===== config.mk =====
export PLATFORM = sky130hd
export DESIGN_NAME = grid_wall_follower
export DESIGN_NICKNAME = d
export VERILOG_FILES = /design/src/design/gwf_pkg.sv /design/src/design/gwf_grid_ram.sv /design/src/design/gwf_probe.sv /design/src/design/gwf_seq.sv /design/src/design/grid_wall_follower.sv
export SDC_FILE = /design/constraint.sdc
export NUM_CORES = 1
export LEC_CHECK = 0
export BUFFER_PORTS_ARGS = -buffer_cell sky130_fd_sc_hd__clkbuf_2
export CORE_UTILIZATION = 50
export CTS_CLUSTER_SIZE = 28
export DETAILED_ROUTE_END_ITERATION = 7
export GPL_ROUTABILITY_DRIVEN = 0
export PLACE_DENSITY_LB_ADDON = 0.25
export SLEW_MARGIN = 20
export SYNTH_ARGS = -nofsm -noshare
export SYNTH_HDL_FRONTEND = slang
export SYNTH_SLANG_ARGS = --single-unit

===== constraint.sdc =====
create_clock -name clock -period 4.4 [get_ports clock]
set_input_delay 0.22 -clock clock [delete_from_list [all_inputs] [get_ports clock]]
set_output_delay 0.22 -clock clock [all_outputs]
set_load 0.05 [all_outputs]

===== src/design/gwf_pkg.sv =====
// gwf_pkg: shared types, constants and helper functions of the grid wall follower
// used by every module of the block; depends on nothing

package gwf_pkg;

   localparam int GRID_ROWS = 8;
   localparam int GRID_COLS = 8;

   // coordinates are 3 bits wide, so only the first eight rows and columns are reachable
   localparam int ROWS_EFF   = (GRID_ROWS < 8) ? GRID_ROWS : 8;
   localparam int COLS_EFF   = (GRID_COLS < 8) ? GRID_COLS : 8;
   localparam int CELL_COUNT = ROWS_EFF * COLS_EFF;
   localparam int ADDR_W     = $clog2(CELL_COUNT);

   localparam logic [1:0] KIND_OPEN = 2'd0;
   localparam logic [1:0] KIND_WALL = 2'd1;
   localparam logic [1:0] KIND_EXIT = 2'd2;
   localparam logic [1:0] KIND_BOT  = 2'd3;

   localparam logic OP_WRITE = 1'b0;
   localparam logic OP_RUN   = 1'b1;

   localparam logic STATUS_EXIT  = 1'b0;
   localparam logic STATUS_LIMIT = 1'b1;

   localparam logic [1:0] CSR_START_ROW     = 2'd0;
   localparam logic [1:0] CSR_START_COL     = 2'd1;
   localparam logic [1:0] CSR_START_HEADING = 2'd2;
   localparam logic [1:0] CSR_STEP_LIMIT    = 2'd3;

   localparam logic [1:0] HEAD_NORTH = 2'd0;
   localparam logic [1:0] HEAD_EAST  = 2'd1;
   localparam logic [1:0] HEAD_SOUTH = 2'd2;
   localparam logic [1:0] HEAD_WEST  = 2'd3;

   localparam logic [1:0] TRY_LEFT    = 2'd0;
   localparam logic [1:0] TRY_FORWARD = 2'd1;
   localparam logic [1:0] TRY_RIGHT   = 2'd2;

   typedef struct packed {
      logic       op;
      logic [2:0] cell_row;
      logic [2:0] cell_col;
      logic [1:0] cell_kind;
   } req_type;

   typedef struct packed {
      logic [2:0]  final_row;
      logic [2:0]  final_col;
      logic [1:0]  final_heading;
      logic [15:0] steps_taken;
      logic        run_status;
   } rsp_type;

   typedef struct packed {
      logic [2:0]  start_row;
      logic [2:0]  start_col;
      logic [1:0]  start_heading;
      logic [15:0] step_limit;
   } cfg_type;

   typedef struct packed {
      logic              we;
      logic [ADDR_W-1:0] addr;
      logic [1:0]        wdata;
   } mem_req_type;

   typedef struct packed {
      logic [1:0]        dir;
      logic [2:0]        row;
      logic [2:0]        col;
      logic              on_grid;
      logic [ADDR_W-1:0] addr;
   } probe_type;

   typedef enum logic [2:0] {
      ST_IDLE,
      ST_TEST,
      ST_PROBE,
      ST_CHECK,
      ST_VACATE,
      ST_OCCUPY
   } state_type;

   function automatic logic [ADDR_W-1:0] cell_addr(input logic [2:0] row,
                                                    input logic [2:0] col);
      logic [ADDR_W+3:0] full;
      full = (ADDR_W+4)'(row) * (ADDR_W+4)'(COLS_EFF) + (ADDR_W+4)'(col);
      return full[ADDR_W-1:0];
   endfunction

   function automatic logic cell_on_grid(input logic [2:0] row, input logic [2:0] col);
      return ({1'b0, row} < 4'(ROWS_EFF)) && ({1'b0, col} < 4'(COLS_EFF));
   endfunction

   // left, forward, right relative to the heading
   function automatic logic [1:0] try_offset(input logic [1:0] try_idx);
      logic [1:0] offs;
      case (try_idx)
         TRY_LEFT:    offs = 2'd3;
         TRY_FORWARD: offs = 2'd0;
         TRY_RIGHT:   offs = 2'd1;
         default:     offs = 2'd0;
      endcase
      return offs;
   endfunction

endpackage


===== src/design/gwf_grid_ram.sv =====
// gwf_grid_ram: single-port grid cell store with registered read and per-cell valid bits
// depends on gwf_pkg

module gwf_grid_ram (
   input  logic                clock,
   input  logic                reset,
   input  gwf_pkg::mem_req_type mem_req,
   output logic [1:0]          rd_kind
);

   logic [1:0]                    mem [gwf_pkg::CELL_COUNT];
   logic [gwf_pkg::CELL_COUNT-1:0] vld_ff;
   logic [1:0]                    rd_data_ff;
   logic                          rd_vld_ff;

   always_ff @(posedge clock) begin
      if (mem_req.we) begin
         mem[mem_req.addr] <= mem_req.wdata;
      end
      rd_data_ff <= mem[mem_req.addr];
   end

   always_ff @(posedge clock) begin
      if (reset) begin
         vld_ff    <= '0;
         rd_vld_ff <= 1'b0;
      end else begin
         if (mem_req.we) begin
            vld_ff[mem_req.addr] <= 1'b1;
         end
         rd_vld_ff <= vld_ff[mem_req.addr];
      end
   end

   // never-written cells read as open
   assign rd_kind = rd_vld_ff ? rd_data_ff : gwf_pkg::KIND_OPEN;

endmodule


===== src/design/gwf_probe.sv =====
// gwf_probe: shared neighbor unit, turns position, heading and try index into a cell address
// depends on gwf_pkg

module gwf_probe (
   input  logic [2:0]         row,
   input  logic [2:0]         col,
   input  logic [1:0]         heading,
   input  logic [1:0]         try_idx,
   output gwf_pkg::probe_type probe
);

   logic [1:0] dir;
   logic [3:0] nrow;
   logic [3:0] ncol;
   logic [3:0] drow;
   logic [3:0] dcol;

   always_comb begin
      dir  = heading + gwf_pkg::try_offset(try_idx);
      drow = 4'd0;
      dcol = 4'd0;
      case (dir)
         gwf_pkg::HEAD_NORTH: drow = 4'hF;
         gwf_pkg::HEAD_EAST:  dcol = 4'h1;
         gwf_pkg::HEAD_SOUTH: drow = 4'h1;
         gwf_pkg::HEAD_WEST:  dcol = 4'hF;
         default: begin
            drow = 4'd0;
            dcol = 4'd0;
         end
      endcase
      // a step below zero wraps to a value that fails the bound compare
      nrow = {1'b0, row} + drow;
      ncol = {1'b0, col} + dcol;

      probe.dir     = dir;
      probe.row     = nrow[2:0];
      probe.col     = ncol[2:0];
      probe.on_grid = (nrow < 4'(gwf_pkg::ROWS_EFF)) && (ncol < 4'(gwf_pkg::COLS_EFF));
      probe.addr    = gwf_pkg::cell_addr(nrow[2:0], ncol[2:0]);
   end

endmodule


===== src/design/gwf_seq.sv =====
// gwf_seq: sequencer of the wall follower, walks the bot one try at a time through the grid store
// depends on gwf_pkg, gwf_probe

module gwf_seq (
   input  logic                 clock,
   input  logic                 reset,
   input  logic                 start,
   input  gwf_pkg::req_type     req_item,
   input  gwf_pkg::cfg_type     cfg,
   input  logic [1:0]           rd_kind,
   output gwf_pkg::mem_req_type mem_req,
   output logic                 busy,
   output logic                 rsp_valid,
   output gwf_pkg::rsp_type     rsp_item
);

   gwf_pkg::state_type state_ff, state_in;
   logic [2:0]         row_ff, row_in;
   logic [2:0]         col_ff, col_in;
   logic [1:0]         head_ff, head_in;
   logic [15:0]        step_ff, step_in;
   logic [1:0]         try_ff, try_in;
   logic               found_ff, found_in;
   logic [2:0]         nrow_ff, nrow_in;
   logic [2:0]         ncol_ff, ncol_in;
   logic [1:0]         ndir_ff, ndir_in;
   logic               rsp_valid_ff, rsp_valid_in;
   gwf_pkg::rsp_type   rsp_ff, rsp_in;

   gwf_pkg::probe_type probe;
   logic               passable;
   logic               run_done;

   gwf_probe u_probe (
      .row     (row_ff),
      .col     (col_ff),
      .heading (head_ff),
      .try_idx (try_ff),
      .probe   (probe)
   );

   assign passable = probe.on_grid &&
                     ((rd_kind == gwf_pkg::KIND_OPEN) || (rd_kind == gwf_pkg::KIND_EXIT));
   assign run_done = (step_ff == cfg.step_limit) || found_ff;

   // next state
   always_comb begin
      state_in = state_ff;
      case (state_ff)
         gwf_pkg::ST_IDLE: begin
            if (start && (req_item.op == gwf_pkg::OP_RUN)) begin
               state_in = gwf_pkg::ST_TEST;
            end
         end
         gwf_pkg::ST_TEST: begin
            state_in = run_done ? gwf_pkg::ST_IDLE : gwf_pkg::ST_PROBE;
         end
         gwf_pkg::ST_PROBE: state_in = gwf_pkg::ST_CHECK;
         gwf_pkg::ST_CHECK: begin
            if (passable) begin
               state_in = gwf_pkg::ST_VACATE;
            end else if (try_ff == gwf_pkg::TRY_RIGHT) begin
               state_in = gwf_pkg::ST_TEST;
            end else begin
               state_in = gwf_pkg::ST_PROBE;
            end
         end
         gwf_pkg::ST_VACATE: state_in = gwf_pkg::ST_OCCUPY;
         gwf_pkg::ST_OCCUPY: state_in = gwf_pkg::ST_TEST;
         default:            state_in = gwf_pkg::ST_IDLE;
      endcase
   end

   // outputs and datapath
   always_comb begin
      mem_req       = '0;
      mem_req.addr  = probe.addr;
      row_in        = row_ff;
      col_in        = col_ff;
      head_in       = head_ff;
      step_in       = step_ff;
      try_in        = try_ff;
      found_in      = found_ff;
      nrow_in       = nrow_ff;
      ncol_in       = ncol_ff;
      ndir_in       = ndir_ff;
      rsp_valid_in  = 1'b0;
      rsp_in        = rsp_ff;
      case (state_ff)
         gwf_pkg::ST_IDLE: begin
            mem_req.addr  = gwf_pkg::cell_addr(req_item.cell_row, req_item.cell_col);
            mem_req.wdata = req_item.cell_kind;
            if (start) begin
               if (req_item.op == gwf_pkg::OP_WRITE) begin
                  mem_req.we = gwf_pkg::cell_on_grid(req_item.cell_row, req_item.cell_col);
               end else begin
                  row_in   = cfg.start_row;
                  col_in   = cfg.start_col;
                  head_in  = cfg.start_heading;
                  step_in  = '0;
                  found_in = 1'b0;
               end
            end
         end
         gwf_pkg::ST_TEST: begin
            try_in = gwf_pkg::TRY_LEFT;
            if (run_done) begin
               rsp_valid_in         = 1'b1;
               rsp_in.final_row     = row_ff;
               rsp_in.final_col     = col_ff;
               rsp_in.final_heading = head_ff;
               rsp_in.steps_taken   = step_ff;
               rsp_in.run_status    = found_ff ? gwf_pkg::STATUS_EXIT : gwf_pkg::STATUS_LIMIT;
            end
         end
         gwf_pkg::ST_PROBE: begin
            mem_req.addr = probe.addr;
         end
         gwf_pkg::ST_CHECK: begin
            if (passable) begin
               nrow_in  = probe.row;
               ncol_in  = probe.col;
               ndir_in  = probe.dir;
               found_in = (rd_kind == gwf_pkg::KIND_EXIT);
            end else if (try_ff == gwf_pkg::TRY_RIGHT) begin
               head_in = head_ff + 2'd2;
               step_in = step_ff + 16'd1;
            end else begin
               try_in = try_ff + 2'd1;
            end
         end
         gwf_pkg::ST_VACATE: begin
            mem_req.we    = gwf_pkg::cell_on_grid(row_ff, col_ff);
            mem_req.addr  = gwf_pkg::cell_addr(row_ff, col_ff);
            mem_req.wdata = gwf_pkg::KIND_OPEN;
         end
         gwf_pkg::ST_OCCUPY: begin
            mem_req.we    = 1'b1;
            mem_req.addr  = gwf_pkg::cell_addr(nrow_ff, ncol_ff);
            mem_req.wdata = gwf_pkg::KIND_BOT;
            row_in        = nrow_ff;
            col_in        = ncol_ff;
            head_in       = ndir_ff;
            step_in       = step_ff + 16'd1;
         end
         default: begin
            mem_req = '0;
         end
      endcase
   end

   always_ff @(posedge clock) begin
      if (reset) begin
         state_ff     <= gwf_pkg::ST_IDLE;
         rsp_valid_ff <= 1'b0;
         row_ff       <= '0;
         col_ff       <= '0;
         head_ff      <= '0;
         step_ff      <= '0;
         try_ff       <= '0;
         found_ff     <= 1'b0;
      end else begin
         state_ff     <= state_in;
         rsp_valid_ff <= rsp_valid_in;
         row_ff       <= row_in;
         col_ff       <= col_in;
         head_ff      <= head_in;
         step_ff      <= step_in;
         try_ff       <= try_in;
         found_ff     <= found_in;
      end
   end

   always_ff @(posedge clock) begin
      nrow_ff <= nrow_in;
      ncol_ff <= ncol_in;
      ndir_ff <= ndir_in;
      rsp_ff  <= rsp_in;
   end

   assign busy      = (state_ff != gwf_pkg::ST_IDLE);
   assign rsp_valid = rsp_valid_ff;
   assign rsp_item  = rsp_ff;

endmodule


===== src/design/grid_wall_follower.sv =====
// grid_wall_follower: top level, configuration registers around the sequencer and grid store
// depends on gwf_pkg, gwf_seq, gwf_grid_ram
//
// A write item (op 0) is taken while busy stays low; it leaves no result. A run
// item (op 1) raises busy and walks the bot by the left-hand rule through the single-port grid
// store, one neighbor read per look: a step is a decision state, a probe and a check state for
// each of up to three looks, and a vacate and an occupy write for a move. The result then shows
// on rsp_item for exactly one cycle with rsp_valid high, as busy falls; the receiver has to take
// it then, since the block cannot hold it. The grid reads as all open after reset, with no
// clearing pass.

module grid_wall_follower (
   input  logic             clock,
   input  logic             reset,
   input  logic             start,
   output logic             busy,
   input  gwf_pkg::req_type req_item,
   output logic             rsp_valid,
   output gwf_pkg::rsp_type rsp_item,
   input  logic             csr_we,
   input  logic [1:0]       csr_index,
   input  logic [15:0]      csr_wdata
);

   gwf_pkg::cfg_type     cfg_ff, cfg_in;
   gwf_pkg::mem_req_type mem_req;
   logic [1:0]           rd_kind;

   always_comb begin
      cfg_in = cfg_ff;
      if (csr_we) begin
         case (csr_index)
            gwf_pkg::CSR_START_ROW:     cfg_in.start_row     = csr_wdata[2:0];
            gwf_pkg::CSR_START_COL:     cfg_in.start_col     = csr_wdata[2:0];
            gwf_pkg::CSR_START_HEADING: cfg_in.start_heading = csr_wdata[1:0];
            gwf_pkg::CSR_STEP_LIMIT:    cfg_in.step_limit    = csr_wdata;
            default:                    cfg_in = cfg_ff;
         endcase
      end
   end

   always_ff @(posedge clock) begin
      if (reset) begin
         cfg_ff.start_row     <= 3'd1;
         cfg_ff.start_col     <= 3'd1;
         cfg_ff.start_heading <= gwf_pkg::HEAD_EAST;
         cfg_ff.step_limit    <= 16'd100;
      end else begin
         cfg_ff <= cfg_in;
      end
   end

   gwf_seq u_seq (
      .clock     (clock),
      .reset     (reset),
      .start     (start),
      .req_item  (req_item),
      .cfg       (cfg_ff),
      .rd_kind   (rd_kind),
      .mem_req   (mem_req),
      .busy      (busy),
      .rsp_valid (rsp_valid),
      .rsp_item  (rsp_item)
   );

   gwf_grid_ram u_grid (
      .clock   (clock),
      .reset   (reset),
      .mem_req (mem_req),
      .rd_kind (rd_kind)
   );

endmodule


# Yosys cells after proc, flatten, opt, wreduce, memory -nomap -nowiden
# Memory sizes are Yosys's and may differ from the RTL's. A register that Yosys moved wholly into a read port is not among the register bits.
# Index checks and enable logic that the tools add are counted.
[word_totals]
register_bits = 153
mem_bits_rw = 128
elab_cells = 134
memories = 1
[classes]
addsub = 10
order_cmp = 4
n_eq_ne = 21
n_mux = 45
bitwise_logic = 2
n_reduce_logical = 29
[mem_list]
columns = ["memory", "words", "word_bits", "rd", "rd_clocked_by_memory_dff", "wr", "line", "text"]
rows = [
  ["u_grid.mem", 64, 2, 1, 1, 1, "gwf_grid_ram.sv:11", "logic [1:0] mem [gwf_pkg::CELL_COUNT];"],
]
[ops]
columns = ["op", "count"]
rows = [
  ["16-bit two-way mux", 4],
  ["64-bit OR", 1],
  ["16-bit case mux with 3 select lines", 1],
  ["6-bit by 3-bit adder with 6-bit output", 4],
  ["6-bit case mux with 4 select lines", 1],
  ["2-bit two-way mux", 9],
  ["3-bit two-way mux", 6],
  ["3-bit case mux with 6 select lines", 1],
  ["16-bit by 1-bit adder with 16-bit output, second input constant", 1],
  ["16-bit equality test", 1],
  ["4-bit case mux with 2 select lines", 2],
  ["2-bit equality test, second input constant", 6],
  ["2-bit case mux with 2 select lines", 3],
  ["3-bit case mux with 2 select lines", 2],
  ["2-bit AND reduction", 6],
  ["1-bit two-way mux", 11],
  ["3-bit by 4-bit adder with 4-bit output", 2],
  ["2-bit zero test", 4],
  ["4-bit less-than comparator, second input constant", 2],
  ["2-bit inequality test, second input constant", 4],
  ["6-bit by 7-bit less-than comparator with 1-bit output, second input constant", 1],
  ["1-bit binary-select mux with 6-bit select", 1],
  ["1-bit demux with 6-bit select", 1],
  ["3-bit by 2-bit equality test with 1-bit output, second input constant", 2],
  ["21 further kinds", 35],
]

# Longest topological paths before layout
[depth]
depth_word = 13
depth_mapped = 18
mapped_depth_nobuf = 16

# Modules after synthesis
# Synthesis repeated with hierarchy kept, for this count alone.
[unflattened]
hier_cells = 1054
hier_area_um2 = 12235.5
[by_module_without_submodules]
columns = ["mod", "instances", "cells_each", "area_each_um2", "seq_area_each_um2"]
rows = [
  ["gwf_grid_ram", 1, 612, 7783.7, 5185.0],
  ["gwf_seq", 1, 303, 3104.2, 1611.5],
  ["grid_wall_follower", 1, 100, 1031.0, 480.5],
  ["gwf_probe", 1, 39, 316.6, 0.0],
]

# Worst setup path after synthesis
# Ideal clock, no wire load.
[synth_timing]
kind = "reg2reg"
start = "register u_seq.try_ff[0]"
end = "register u_grid.rd_data_ff[1] (read register of u_grid.mem)"
arrival_ns = 3.290
slack_ns = 0.976
stages_incl_launch_ff = 18
path_buffers = 2
synth_period_minus_slack_ns = 3.424
cell_sequence = "dfxtp_1 inv_1 ha_1 or2_2 ha_1 xor3_2 nand2_2 xnor2_1 ha_1 nand2_1 o21a_1 buf_4 buf_4 a211oi_1 a311oi_1 a31oi_1 o22ai_1 or4_1"
[synth_lines]
columns = ["element", "line", "text"]
rows = [
  ["start: declaration", "gwf_seq.sv:22", "logic [1:0] try_ff, try_in;"],
  ["start signal: assignment", "gwf_seq.sv:169", "try_ff <= try_in;"],
  ["end: declaration", "gwf_grid_ram.sv:13", "logic [1:0] rd_data_ff;"],
]

==> out/results.ini <==
[outcome]
status=complete, no violations

[finish]
fin_nets=1276
area_growth_pct=14.46
utilization_pct=58.70
drive_gt1_share_pct=13.19
insertedDiodeCount=0
regArea_mm2=0.007277
n_fill_cell=2017
multiInputGateArea_mm2=0.004434

[power]
pwr-share-seq_pct=47.0
power.density_mw_per_mm2=441.1
swShare_pct=25.58
ir_drop_mv=0.2657
power_frac_clock_pct=40.0
combPwrFrac_pct=12.9
leakage_nw=5.015
p_int_mw=4.549
p_switching_mw=1.564

[clock_network]
clk_pin_slew_ns=0.06
clk_path_buf_depth=3
clock_sinks=283
post_cts_resized=0
cts_tree=done
ctsHtreeMaxLevel=1
cts-buffers-inserted=30
clk_latency_ns=0.55
cts_root_buf=clkbuf_16

[die]
die_h_um=157.6
io_pins=58
start_util_pct=51.28
num_rows=56
dieArea_mm2=0.02484
die_w_um=157.6
core-area_mm2=0.02361

[synth]
syn_nets=1215
synth_top_area_share_pct=39.93
netlist_instances=1174
syn_area_mm2=0.01211
synthArstFlopShare_pct=0
yosys.area.top_type=edfxtp_1
ys_seq_area_share_pct=60.10
netlist_top_cells_area=edfxtp_1 (40%), dfxtp_1 (20%), nor2_1 (6.6%)
synth-seq-cells=283
yosysWarnings=0
synth_edf_count=161
synth-main-ff-cell=edfxtp_1
avgSynthCellArea_um2=10.31
ys_types=65

[worst_setup_path]
cpMostUsedCell=ha_1
cp.required_ns=4.62
cp_max_fo=82
worst-setup-path-type=reg2reg
worstPathArrival_ns=4.29
startpoint_type=flop
path_cells=inv_1, ha_1, or2_2, ha_1, nand2_2, xnor2_1, ha_1, nand2_1, o21a_2, buf_12, nor2_1, nand3_1, nor2_1
rrSetupSlack_ns=0.34
path_delay_family=simple AND/OR/NAND/NOR gates
worstReg2RegStart=u_seq.try_ff[1]
r2r_cells=13
critPathCaptureType=flop
slowest_delay_ns=0.50
slowest_stage=nand3_1
r2r-end=u_grid.mem[35][0]
critPathBufInv=2

[sta]
slew_headroom_pct=45.47
fin_crit_sh_pct=92.37
fin_skew_ns=0.01280
min_period_ns=4.064
max_freq_mhz=246.1
rsz0062_at_grt=no
setup_viol=0
hold_viol=0
drv_slew=0
worstMarginPinSlew_ns=0.8125
finalSetupTns_ns=0

[global_routing]
grt.total_usage_pct=23.43
grt_pass1_wl_um=45120
antenna_found_initial=0
grt_pass1_vias=8479
grt_start_max_net_pins=83
busiest_layer=met2
grt-ovfl-total=0
grt_util_met3_pct=3.969
use_met1_pct=32.32
gr-usage-met2_pct=37.89

[min_path]
min_from=csr_index[1]
hp-class=in2reg
holdPathEnd=cfg_ff[22]
hold_path_depth=4

[run]
drv_cap=0

[route]
dr.pass1.iters=5
wl_um=28960
via_count=8964
ant_nets=0
route.detailed.drc=0
drt_iter0_drc=774
via_per_inst=5.681
wl_per_cell_um=18.35

[placed_design]
io_buffer_count=57
hpwlAfterDp_um=18160

[per-layer routing]
| metal | share of wire [%] | routed length, um | vias up |
|---|---|---|---|
| li1 | - | - | 4291 |
| met3 | 6.7 | 1941 | 52 |
| met5 | 0 | 0 | - |
| met4 | 1.8 | 535 | 0 |
| met1 | 45 | 13090 | 4291 |
| met2 | 46 | 13390 | 330 |
[kinds of logic after synthesis]
family / synth area share (%)
muxes: 2.903
xor gates and xnor gates: 2.439
buffers and inverters: 3.503
AOI/OAI and AO/OA: 10.36
DFF: 60.10
adders and majority gates: 1.033
and+or+nand+nor: 19.66
[synthesized netlist by cell type (4+ instances only)]
cell and n:
clkbuf_1 40, buf_2 18, dfxtp_1 122, nor2b_1 5, a22oi_1 7, nor2_1 212, o21ai_0 10, nand4_1 6
nand3_1 64, ha_1 10, mux2i_1 28, a21oi_1 41, inv_1 16, o22ai_1 8, a211oi_1 30, o21ba_2 5
o21a_1 4, mux2_2 5, buf_6 6, nand2_1 188, a311oi_1 22, a31oi_1 22, buf_4 6, edfxtp_1 161
nand3b_1 7, xnor2_1 27, and3_1 29, nor3_1 16
[final cells by class]
type	count	area share, %
clock buffer	48	6.419
clock inverter	8	0.5146
inverter	16	0.4333
multi-input combinational	802	31.99
sequential	283	52.51
tap	319	2.880
timing repair buffer	102	5.254
[worst register-to-register path: cells and delay by family (launching register included)]
family                   cells  cell delay (ns)
adder cells (fa/ha/maj)      3             1.00
AND/OR/NAND/NOR              6             1.81
buffers and inverters        2             0.26
AO/OA/AOI/OAI                1             0.16
XOR/XNOR                     1             0.15
flip-flops                   1             0.36
[power by group through the flow]
stage | combinational, mW | sequential [mW] | clock, mW
after detailed placement | 0.769 | 2.93 | 0
after global routing | 0.857 | 2.88 | 2.59
final | 0.789 | 2.88 | 2.45
after floorplan | 0.551 | 2.92 | 0
after global placement | 0.762 | 2.93 | 0
after CTS | 0.784 | 2.87 | 2.48
[registers in the layout, indices dropped and copies added, names as in the netlist, 3 cells and up]
name,flops
u_seq.nrow_ff,3
u_seq.state_ff,3
u_seq.rsp_item,25
u_seq.step_ff,16
u_seq.ncol_ff,3
u_grid.vld_ff,64
u_grid.mem,128
cfg_ff,24
u_seq.col_ff,3
u_seq.row_ff,3
[worst max-delay path by stage]
stage	cells after the start	endpoint	start	slack (ns)
after floorplan	17	u_grid.rd_data_ff[1]	u_seq.try_ff[0]	0.98
after global placement	13	u_grid.rd_data_ff[0]	u_seq.try_ff[0]	0.53
after detailed placement	13	u_grid.rd_data_ff[0]	u_seq.try_ff[1]	0.41
after CTS	13	u_grid.mem[35][0]	u_seq.try_ff[0]	0.41
after global routing	13	u_grid.rd_data_ff[0]	u_seq.try_ff[1]	0.16
final	13	u_grid.mem[35][0]	u_seq.try_ff[1]	0.34
[repair_timing]
item / in CTS / in global routing
hold buffers: 16 / 0
setup buffers: 0 / 0
hold endpoints to repair: 22 / 0
[cell usage in the layout, fill, tap and decap left out, types with 5 or more instances in the layout]
cell type and count:
nand2_1 185, mux2i_1 28, nand2_2 5, buf_12 5, clkbuf_16 31, xnor2_1 27
a211oi_1 30, a21oi_1 41, inv_1 16, o21ai_0 10, dfxtp_1 122, nand3b_1 7
nand4_1 6, nand3_1 64, a22oi_1 7, buf_4 25, o21ba_2 5, nor2_1 212
mux2_2 5, a31oi_1 22, clkbuf_1 12, clkbuf_8 5, and3_1 29, nor2b_1 5
o22ai_1 8, nor3_1 15, a311oi_1 22, clkbuf_2 56, ha_1 10, dlygate4sd3_1 16
edfxtp_1 161
[through the flow]
| stage | hold slack, ns | setup slack, ns | area, um2 | power (mW) | std cells |
|---|---|---|---|---|---|
| finish | 0.1279 | 0.3358 | 13860 | 6.113 | 1578 |
| global route | 0.1620 | 0.1638 | 13860 | 6.327 | 1578 |
| CTS | 0.1092 | 0.4081 | 13860 | 6.138 | 1578 |
| detailed placement | 0.4386 | 0.4108 | 12740 | 3.701 | 1506 |
| global placement | 0.4380 | 0.5257 | 12740 | 3.693 | 1506 |
| floorplan | 0.3379 | 0.9758 | 12110 | 3.469 | 1174 |
(Power assumes the default switching activity.)
